**config.mk**
```make
export PLATFORM = sky130hd
export DESIGN_NAME = bounded_priority_offer_table_flat
export DESIGN_NICKNAME = d
export VERILOG_FILES = /design/src/hdl/bpot_pkg.sv /design/src/hdl/bpot_chan_if.sv /design/src/hdl/bounded_priority_offer_table.sv /design/src/flat_wrapper.sv
export SDC_FILE = /design/constraint.sdc
export NUM_CORES = 2
export LEC_CHECK = 0
export BUFFER_PORTS_ARGS = -buffer_cell sky130_fd_sc_hd__buf_2
export CORE_MARGIN = 2
export CORE_UTILIZATION = 50
export DETAILED_ROUTE_END_ITERATION = 12
export HOLD_SLACK_MARGIN = 0.03
export PLACE_DENSITY = 0.75
export SYNTH_ARGS = -nofsm -noshare
export SYNTH_HDL_FRONTEND = slang
export SYNTH_SLANG_ARGS = --single-unit
```
**constraint.sdc**
```tcl
create_clock -name clk_i -period 9.8 [get_ports clk_i]
set_input_delay 1.47 -clock clk_i [delete_from_list [all_inputs] [get_ports clk_i]]
set_output_delay 1.47 -clock clk_i [all_outputs]
set_load 0.05 [all_outputs]
```
**src/hdl/bpot_pkg.sv**
```systemverilog
// Package for the bounded priority offer table: codes, payload types, state
// encoding and the preference compare. No dependencies.
`timescale 1ns / 1ps

package bpot_pkg;

  // Default table depth and fixed field widths.
  localparam int unsigned BPOT_DEPTH = 16;
  localparam int unsigned BPOT_CAP_W = 5;
  localparam int unsigned BPOT_IDX_W = 4;
  localparam logic [BPOT_CAP_W-1:0] BPOT_CAP_RESET = 5'd16;

  typedef enum logic [1:0] {
    CMD_INSERT = 2'd0,
    CMD_CLEAR  = 2'd1,
    CMD_READ   = 2'd2,
    CMD_NOP    = 2'd3
  } bpot_cmd_e;

  typedef enum logic [1:0] {
    AV_HIDDEN  = 2'd0,
    AV_AVAIL   = 2'd1,
    AV_UNAVAIL = 2'd2
  } bpot_avail_e;

  typedef enum logic [1:0] {
    ST_IDLE,
    ST_SCAN,
    ST_DECIDE,
    ST_RESP
  } bpot_state_e;

  typedef struct packed {
    logic [1:0]         cmd;
    logic [15:0]        action_key;
    logic               offer_safe;
    logic [1:0]         availability;
    logic               explain_flag;
    logic signed [31:0] priority_req;
    logic [31:0]        revision;
    logic [15:0]        reason_key;
    logic               reason_safe;
    logic [3:0]         read_index;
  } bpot_in_t;

  typedef struct packed {
    logic               accepted;
    logic [4:0]         entry_count;
    logic [15:0]        out_key;
    logic [1:0]         out_availability;
    logic signed [31:0] out_priority;
    logic [31:0]        out_revision;
    logic [15:0]        out_reason_key;
    logic               out_reason_present;
  } bpot_out_t;

  typedef struct packed {
    logic [15:0]        key;
    logic [1:0]         avail;
    logic signed [31:0] prio;
    logic [31:0]        rev;
    logic               rsn_present;
    logic [15:0]        rsn_key;
  } bpot_entry_t;

  // True if offer a is preferred over offer b: higher priority, then smaller key.
  function automatic logic bpot_prefers(logic signed [31:0] pa, logic [15:0] ka,
                                        logic signed [31:0] pb, logic [15:0] kb);
    logic res;
    if (pa != pb) begin
      res = (pa > pb);
    end else begin
      res = (ka < kb);
    end
    return res;
  endfunction

endpackage

```
**src/hdl/bpot_chan_if.sv**
```systemverilog
// Valid/ready channel interface for the offer table, one payload type per
// instance. Payload types come from bpot_pkg.
`timescale 1ns / 1ps

interface bpot_chan_if #(
  parameter type T = logic
);
  logic valid;
  logic ready;
  T     data;

  modport source (output valid, output data, input ready);
  modport sink   (input valid, input data, output ready);
endinterface

```
**src/hdl/bounded_priority_offer_table.sv**
```systemverilog
// Top level of the bounded priority offer table: sequencer, entry memory and
// shared preference compare. Depends on bpot_pkg and bpot_chan_if.
`timescale 1ns / 1ps

// Usage
// The block holds up to DEPTH offers and takes one command item at a time on
// in_i: insert, clear, read or no operation. Each command item gives exactly
// one result item on out_o, carrying the accepted flag, the entry count after
// the command and, for a read of a held slot, that slot's contents.
// cfg_i writes the capacity register; it is always ready and must only be
// written while the block is idle.
// An insert walks the held entries once through the single read port of the
// entry memory, one entry per cycle, looking for a duplicate key and tracking
// the least preferred entry with one shared compare unit. That compare unit
// then decides an eviction. An insert that passes its checks goes through the
// scan and decide states before its response state; a rejected insert, a clear,
// a read or a no operation goes straight to the response state.
// in_i is ready only while the sequencer is idle. The result sits in an output
// register, so the next item is accepted while an earlier result waits; a
// stalled receiver holds the block only when a new result is ready to be
// written. Reset empties the table (count zero) and sets the capacity to 16;
// the memory itself is not cleared, since slots beyond the count are never
// reported.
module bounded_priority_offer_table import bpot_pkg::*; #(
  parameter int unsigned DEPTH = BPOT_DEPTH
) (
  input  logic        clk_i,
  input  logic        rst_ni,
  bpot_chan_if.sink   in_i,
  bpot_chan_if.source out_o,
  bpot_chan_if.sink   cfg_i
);

  // Count width holds DEPTH itself; index width addresses the memory.
  localparam int unsigned CW   = $clog2(DEPTH + 1);
  localparam int unsigned IW   = (DEPTH > 1) ? $clog2(DEPTH) : 1;
  localparam int unsigned CMPW = (CW > BPOT_CAP_W) ? CW : BPOT_CAP_W;
  localparam int unsigned RW   = (CW > BPOT_IDX_W) ? CW : BPOT_IDX_W;

  bpot_state_e state_q, state_d;

  logic [CW-1:0]         fill_q, fill_d;
  logic [BPOT_CAP_W-1:0] max_q;
  bpot_entry_t           new_q, new_d;
  logic [CW-1:0]         ptr_q, ptr_d;
  logic                  pv_q, pv_d;
  logic [IW-1:0]         pidx_q, pidx_d;
  logic                  dup_q, dup_d;
  logic [IW-1:0]         dup_idx_q, dup_idx_d;
  logic [1:0]            dup_av_q, dup_av_d;
  logic [31:0]           dup_rev_q, dup_rev_d;
  logic [IW-1:0]         worst_idx_q, worst_idx_d;
  logic signed [31:0]    worst_prio_q, worst_prio_d;
  logic [15:0]           worst_key_q, worst_key_d;
  logic                  acc_q, acc_d;
  logic                  hit_q, hit_d;
  logic                  out_vld_q, out_vld_d;
  bpot_out_t             out_data_q, out_data_d;

  // Entry memory: one write port, one registered read port.
  bpot_entry_t mem [DEPTH];
  bpot_entry_t rdata_q;
  logic        mem_we;
  logic [IW-1:0] mem_waddr;
  bpot_entry_t mem_wdata;
  logic        mem_re;
  logic [IW-1:0] mem_raddr;

  // Shared preference compare.
  logic signed [31:0] cmp_pa, cmp_pb;
  logic [15:0]        cmp_ka, cmp_kb;
  logic               cmp_pref;

  logic            in_fire;
  logic            out_free;
  logic            reject;
  logic [CMPW-1:0] cap;
  logic            fail_closed;
  logic            newer;

  assign in_i.ready  = (state_q == ST_IDLE);
  assign in_fire     = in_i.valid && in_i.ready;
  assign out_free    = !out_vld_q || out_o.ready;
  assign out_o.valid = out_vld_q;
  assign out_o.data  = out_data_q;
  assign cfg_i.ready = 1'b1;

  assign cap = (CMPW'(max_q) > CMPW'(DEPTH)) ? CMPW'(DEPTH) : CMPW'(max_q);

  // An insert is refused up front for zero capacity, an unsafe offer, a hidden
  // or unknown availability, or an unavailable offer that may not be shown.
  always_comb begin
    reject = (cap == '0) || !in_i.data.offer_safe ||
             ((in_i.data.availability != AV_AVAIL) &&
              (in_i.data.availability != AV_UNAVAIL)) ||
             ((in_i.data.availability == AV_UNAVAIL) && !in_i.data.explain_flag);
  end

  assign cmp_pref = bpot_prefers(cmp_pa, cmp_ka, cmp_pb, cmp_kb);

  // A duplicate is replaced when it fails closed or carries a newer revision.
  assign fail_closed = (new_q.avail == AV_UNAVAIL) && (dup_av_q == AV_AVAIL);
  assign newer       = (new_q.avail == dup_av_q) && (new_q.rev > dup_rev_q);

  // Next state.
  always_comb begin
    state_d = state_q;
    case (state_q)
      ST_IDLE: begin
        if (in_fire) begin
          if ((in_i.data.cmd == CMD_INSERT) && !reject) begin
            state_d = ST_SCAN;
          end else begin
            state_d = ST_RESP;
          end
        end
      end
      ST_SCAN: begin
        if (ptr_q >= fill_q) begin
          state_d = ST_DECIDE;
        end
      end
      ST_DECIDE: begin
        state_d = ST_RESP;
      end
      ST_RESP: begin
        if (out_free) begin
          state_d = ST_IDLE;
        end
      end
      default: begin
        state_d = ST_IDLE;
      end
    endcase
  end

  // Datapath and outputs.
  always_comb begin
    fill_d       = fill_q;
    new_d        = new_q;
    ptr_d        = ptr_q;
    pv_d         = pv_q;
    pidx_d       = pidx_q;
    dup_d        = dup_q;
    dup_idx_d    = dup_idx_q;
    dup_av_d     = dup_av_q;
    dup_rev_d    = dup_rev_q;
    worst_idx_d  = worst_idx_q;
    worst_prio_d = worst_prio_q;
    worst_key_d  = worst_key_q;
    acc_d        = acc_q;
    hit_d        = hit_q;
    out_data_d   = out_data_q;
    out_vld_d    = out_vld_q && !out_o.ready;
    mem_we       = 1'b0;
    mem_waddr    = dup_idx_q;
    mem_wdata    = new_q;
    mem_re       = 1'b0;
    mem_raddr    = ptr_q[IW-1:0];
    cmp_pa       = worst_prio_q;
    cmp_ka       = worst_key_q;
    cmp_pb       = rdata_q.prio;
    cmp_kb       = rdata_q.key;

    case (state_q)
      ST_IDLE: begin
        if (in_fire) begin
          acc_d = 1'b0;
          hit_d = 1'b0;
          ptr_d = '0;
          pv_d  = 1'b0;
          dup_d = 1'b0;
          new_d.key   = in_i.data.action_key;
          new_d.avail = in_i.data.availability;
          new_d.prio  = in_i.data.priority_req;
          new_d.rev   = in_i.data.revision;
          if ((in_i.data.availability == AV_AVAIL) || !in_i.data.reason_safe) begin
            new_d.rsn_present = 1'b0;
            new_d.rsn_key     = '0;
          end else begin
            new_d.rsn_present = 1'b1;
            new_d.rsn_key     = in_i.data.reason_key;
          end
          case (in_i.data.cmd)
            CMD_CLEAR: begin
              fill_d = '0;
            end
            CMD_READ: begin
              mem_re    = 1'b1;
              mem_raddr = IW'(in_i.data.read_index);
              hit_d     = RW'(in_i.data.read_index) < RW'(fill_q);
            end
            default: begin
            end
          endcase
        end
      end
      ST_SCAN: begin
        // Issue the next read while the previous entry is evaluated.
        if (ptr_q < fill_q) begin
          mem_re = 1'b1;
          pv_d   = 1'b1;
          pidx_d = ptr_q[IW-1:0];
          ptr_d  = CW'(ptr_q + 1'b1);
        end else begin
          pv_d = 1'b0;
        end
        if (pv_q) begin
          if ((rdata_q.key == new_q.key) && !dup_q) begin
            dup_d     = 1'b1;
            dup_idx_d = pidx_q;
            dup_av_d  = rdata_q.avail;
            dup_rev_d = rdata_q.rev;
          end
          if ((pidx_q == '0) || cmp_pref) begin
            worst_idx_d  = pidx_q;
            worst_prio_d = rdata_q.prio;
            worst_key_d  = rdata_q.key;
          end
        end
      end
      ST_DECIDE: begin
        cmp_pa = new_q.prio;
        cmp_ka = new_q.key;
        cmp_pb = worst_prio_q;
        cmp_kb = worst_key_q;
        if (dup_q) begin
          if (fail_closed || newer) begin
            mem_we    = 1'b1;
            mem_waddr = dup_idx_q;
            acc_d     = 1'b1;
          end
        end else if (CMPW'(fill_q) < cap) begin
          mem_we    = 1'b1;
          mem_waddr = fill_q[IW-1:0];
          fill_d    = CW'(fill_q + 1'b1);
          acc_d     = 1'b1;
        end else if (cmp_pref) begin
          mem_we    = 1'b1;
          mem_waddr = worst_idx_q;
          acc_d     = 1'b1;
        end
      end
      ST_RESP: begin
        if (out_free) begin
          out_vld_d                     = 1'b1;
          out_data_d.accepted           = acc_q;
          out_data_d.entry_count        = BPOT_CAP_W'(fill_q);
          out_data_d.out_key            = hit_q ? rdata_q.key : '0;
          out_data_d.out_availability   = hit_q ? rdata_q.avail : '0;
          out_data_d.out_priority       = hit_q ? rdata_q.prio : '0;
          out_data_d.out_revision       = hit_q ? rdata_q.rev : '0;
          out_data_d.out_reason_key     = hit_q ? rdata_q.rsn_key : '0;
          out_data_d.out_reason_present = hit_q ? rdata_q.rsn_present : 1'b0;
        end
      end
      default: begin
      end
    endcase
  end

  always_ff @(posedge clk_i or negedge rst_ni) begin
    if (!rst_ni) begin
      state_q   <= ST_IDLE;
      fill_q    <= '0;
      max_q     <= BPOT_CAP_RESET;
      out_vld_q <= 1'b0;
      pv_q      <= 1'b0;
      dup_q     <= 1'b0;
      ptr_q     <= '0;
      acc_q     <= 1'b0;
      hit_q     <= 1'b0;
    end else begin
      state_q   <= state_d;
      fill_q    <= fill_d;
      out_vld_q <= out_vld_d;
      pv_q      <= pv_d;
      dup_q     <= dup_d;
      ptr_q     <= ptr_d;
      acc_q     <= acc_d;
      hit_q     <= hit_d;
      if (cfg_i.valid) begin
        max_q <= cfg_i.data;
      end
    end
  end

  always_ff @(posedge clk_i) begin
    new_q        <= new_d;
    pidx_q       <= pidx_d;
    dup_idx_q    <= dup_idx_d;
    dup_av_q     <= dup_av_d;
    dup_rev_q    <= dup_rev_d;
    worst_idx_q  <= worst_idx_d;
    worst_prio_q <= worst_prio_d;
    worst_key_q  <= worst_key_d;
    out_data_q   <= out_data_d;
  end

  always_ff @(posedge clk_i) begin
    if (mem_we) begin
      mem[mem_waddr] <= mem_wdata;
    end
    if (mem_re) begin
      rdata_q <= mem[mem_raddr];
    end
  end

  // The entry count never exceeds the table depth.
  a_fill_bound: assert property (@(posedge clk_i) disable iff (!rst_ni)
    fill_q <= CW'(DEPTH))
    else $error("entry count beyond table depth");

  // The count only grows by one per insert or drops to zero on a clear.
  a_fill_step: assert property (@(posedge clk_i) disable iff (!rst_ni)
    (fill_q != $past(fill_q)) |-> ((fill_q == '0) ||
                                   (fill_q == CW'($past(fill_q) + 1'b1))))
    else $error("entry count changed by more than one");

  // A new result is only loaded from the response state.
  a_resp_src: assert property (@(posedge clk_i) disable iff (!rst_ni)
    (out_vld_q && !$past(out_vld_q)) |-> ($past(state_q) == ST_RESP))
    else $error("result raised outside the response state");

  // The memory is written only while deciding an insert.
  a_write_state: assert property (@(posedge clk_i) disable iff (!rst_ni)
    mem_we |-> (state_q == ST_DECIDE))
    else $error("entry memory written outside the decide state");

endmodule

```
**src/flat_wrapper.sv**
```systemverilog
// flat-port wrapper written by rule: the top's interface ports become plain ports
module bounded_priority_offer_table_flat import bpot_pkg::*;
#(
  parameter int unsigned DEPTH = BPOT_DEPTH
)
  (clk_i, rst_ni, in_i_valid, in_i_data, in_i_ready, out_o_valid, out_o_data, out_o_ready, cfg_i_valid, cfg_i_data, cfg_i_ready);
  bpot_chan_if #(.T(bpot_in_t)) in_i_i ();
  bpot_chan_if #(.T(bpot_out_t)) out_o_i ();
  bpot_chan_if #(.T(logic [BPOT_CAP_W-1:0])) cfg_i_i ();
  input  logic clk_i;
  input  logic rst_ni;
  input wire logic [$bits(in_i_i.valid)-1:0] in_i_valid;
  input wire logic [$bits(in_i_i.data)-1:0] in_i_data;
  output wire logic [$bits(in_i_i.ready)-1:0] in_i_ready;
  output wire logic [$bits(out_o_i.valid)-1:0] out_o_valid;
  output wire logic [$bits(out_o_i.data)-1:0] out_o_data;
  input wire logic [$bits(out_o_i.ready)-1:0] out_o_ready;
  input wire logic [$bits(cfg_i_i.valid)-1:0] cfg_i_valid;
  input wire logic [$bits(cfg_i_i.data)-1:0] cfg_i_data;
  output wire logic [$bits(cfg_i_i.ready)-1:0] cfg_i_ready;
  assign in_i_i.valid = in_i_valid;
  assign in_i_i.data = in_i_data;
  assign in_i_ready = in_i_i.ready;
  assign out_o_valid = out_o_i.valid;
  assign out_o_data = out_o_i.data;
  assign out_o_i.ready = out_o_ready;
  assign cfg_i_i.valid = cfg_i_valid;
  assign cfg_i_i.data = cfg_i_data;
  assign cfg_i_ready = cfg_i_i.ready;
  bounded_priority_offer_table #(.DEPTH(DEPTH)) u_core (.clk_i(clk_i), .rst_ni(rst_ni), .in_i(in_i_i), .out_o(out_o_i), .cfg_i(cfg_i_i));
endmodule
```
==> reports/metrics.cfg <==
[power]
pwr-share-seq_pct = 48.5
p_int_w = 0.0168
clkPwrFrac_pct = 31.1
combPwrFrac_pct = 20.4
ir_drop_uv = 205
p_switching_w = 0.00684
power_density_mw_per_mm2 = 270
switching_share_pct = 28.9
power.total_w = 0.0237
leakage_nw = 29.0

[synth]
synth_edf_count = 1981
yosys_warnings = 0
ys_ff_latch = 2003
synth_nets = 3980
ys_async_sr_fraction_pct = 1.10
syn_avg_cell_area_um2 = 20.7
synth.distinct_cells = 60
netlist_area_mm2 = 0.0778
seq_area_frac_synth_pct = 77.2
syn-instance-count = 3763
synthFlopType = edfxtp_1

[clock_tree]
ctsHoldBuffers = 0
clockRootBuffer = clkbuf_16
ctsResizeCount = 0
cts_tree = yes
clock_latency_ns = 0.83
cts_htree_levels = 4
cts_made_buffers = 195
clockBufferDepth = 3
cts_setup_buffers = 0
clk_pin_slew_ns = 0.06
clock_sinks = 2003

[sta]
setup-violations-final = 0
fin_crit_ns = 6.94
post-route-period-util_pct = 70.8
relSlewSlack_pct = 17.5
fin_skew_ns = 0.0679
worstMarginPinSlew_ns = 1.22
slew_viol_final = 0
max_freq_mhz = 144
grt_setup_unrepaired = false
fin_setup_tns_ns = 0
hold_viol = 0

[worst_hold_path]
hold_start = u_core.rdata_q[22]$_DFFE_PP_
hp-class = reg -> reg

[setup_path]
crit_required_ns = 10.21
worst_path_largest_cell_delay_ns = 0.83
cpLargestDelayFamily = simple AND/OR/NAND/NOR gates
crit_type = reg -> reg
crit_chain = inv_1 -> ha_4 -> mux2_2 -> ha_1 -> nand4_1 -> nor4_1 -> and3_1 -> o2111ai_1 -> o211ai_4 -> mux2i_1 -> a311oi_1 -> nand2_1 -> nor2_4 -> buf_4
crit_start = u_core.state_q[0]$_DFFE_PN0P_
r2r_start = u_core.state_q[0]$_DFFE_PN0P_
crit_fanout = 52
crit_path_top_delay_cell = buf_4
start_kind = flip-flop
endpoint_kind = flip-flop
worstPathArrival_ns = 7.34
timing.critical_path.buf_inv = 2

[run_status]
status = finished, final reports clean

[global_routing]
antenna_found_initial = 11
overflow = 0
grt_max_degree = 118
grt_pass1_wl_mm = 268
use_met2_pct = 38.1
busiest_layer = met2
grt_util_met3_pct = 4.34
first_global_vias = 39600
grt_usage_pct = 23.3
use_met1_pct = 32.3

[floorplanning]
start_util_pct = 50.5
die-area_mm2 = 0.159
rows = 144
fp.dieW_um = 399
die_h_um = 399
core_mm2 = 0.154
ios = 225

[final_layout]
multiInputGateArea_mm2 = 0.0168
fin_area_mm2 = 0.0878
nets = 4291
n_fill_cell = 11200
layout_common_cells = edfxtp_1 (1,981), mux4_2 (396), nand2_1 (240), buf_2 (223), and2_1 (214)
final_common_cell = edfxtp_1
drive_gt1_share_pct = 24.9
ff_latch_area_mm2 = 0.0600
area_growth_syn_to_layout_pct = 12.8

[routing]
firstDrtPassIters = 6
drt-wirelength-per-cell_um = 29.3
drt_iter0_drc = 5135
vias = 38700
via_per_inst = 6.16
wl_mm = 184
ant_nets = 0
drc = 0

[placement]
port_buffers = 223
placed_cell_area_mm2 = 0.0815
dp_hpwl_mm = 103
gp_congestion = 0.846

[job]
max-cap-violations = 0

-- cell usage after synthesis, types with 24 or more instances --
cell / n / area (um^2)
clkbuf_1: 93 / 349
ha_1: 100 / 1250
buf_2: 37 / 185
nor2_1: 41 / 154
edfxtp_1: 1981 / 59500
mux2_2: 52 / 586
nand2_1: 241 / 905
a211oi_1: 102 / 766
a31oi_1: 102 / 638
mux2i_1: 59 / 591
buf_6: 24 / 270
inv_1: 53 / 199
and2_1: 215 / 1350
mux4_2: 396 / 8920
a21oi_1: 41 / 205
-- per-layer routing --
layer / share of wire [%] / vias to the layer above
li1: - / 16000
met1: 39 / 20300
met2: 49 / 2163
met3: 9.4 / 283
met4: 2.4 / 2
met5: 0.010 / -
-- state kept, by name, summed over array words and instances (netlist names), 5 cells and up --
| name | cells |
|---|---|
| u_core.worst_prio_q | 32 |
| u_core.dup_rev_q | 32 |
| u_core.ptr_q | 5 |
| u_core.rdata_q | 99 |
| u_core.fill_q | 5 |
| u_core.worst_key_q | 16 |
| u_core.out_o.data | 105 |
| u_core.mem | 1584 |
| u_core.mem_wdata | 99 |
| u_core.max_q | 5 |
-- worst paths after layout --
kind	end	slack, ns	cells after the start
max in group asynchronous	u_core.hit_q$_DFFE_PN0P_	8.73	1
worst min register to register	u_core.dup_rev_q[5]$_DFFE_PP_	0.45	0
min in group asynchronous	u_core.max_q[3]$_DFFE_PN0P_	0.65	1
worst max-delay path	u_core.mem[0][93]$_DFFE_PP_	2.86	14
worst min-delay path	u_core.dup_rev_q[5]$_DFFE_PP_	0.45	0
worst max register to register	u_core.mem[0][93]$_DFFE_PP_	2.86	14
-- through the flow --
stage,hold slack [ns],setup WS [ns],cells,utilization [%]
after floorplan,0.418,1.48,3763,-
after global placement,0.434,3.17,5921,52.8
after detailed placement,0.438,3.09,5921,52.8
after CTS,0.451,3.03,6277,56.9
after global routing,0.454,2.72,6279,56.9
final,0.453,2.86,6279,56.9
-- final cells by class --
| type | count | share of cell area (%) |
|---|---|---|
| diodes | 2 | 0.00570 |
| clock inverters | 120 | 1.44 |
| repair buffers | 296 | 2.11 |
| well taps | 2044 | 2.91 |
| inverters | 54 | 0.237 |
| clock buffers | 236 | 5.76 |
| flip-flops and latches | 2003 | 68.4 |
| multi-input cells | 1524 | 19.1 |
-- power groups by stage --
stage,combinational (W),sequential [W],clock [W]
2_1_floorplan,0.00308,0.0119,0
3_3_place_gp,0.00478,0.0116,0
3_5_place_dp,0.00485,0.0116,0
4_1_cts,0.00489,0.0115,0.00748
5_1_grt,0.00518,0.0116,0.00779
6_report,0.00483,0.0115,0.00737
-- kinds of logic after synthesis --
logic type                 count (synthesis)  synth area share [%]
DFF                                     2003                  77.2
and+or+nand+nor                          582                  3.74
muxes                                    508                  13.0
AOI/OAI and AO/OA                        310                  2.69
buffers and inverters                    236                  1.55
adders and majority gates                100                  1.61
xor gates and xnor gates                  23                 0.259
other                                      1               0.00482
Note: power is estimated with default switching activity, not from simulation.
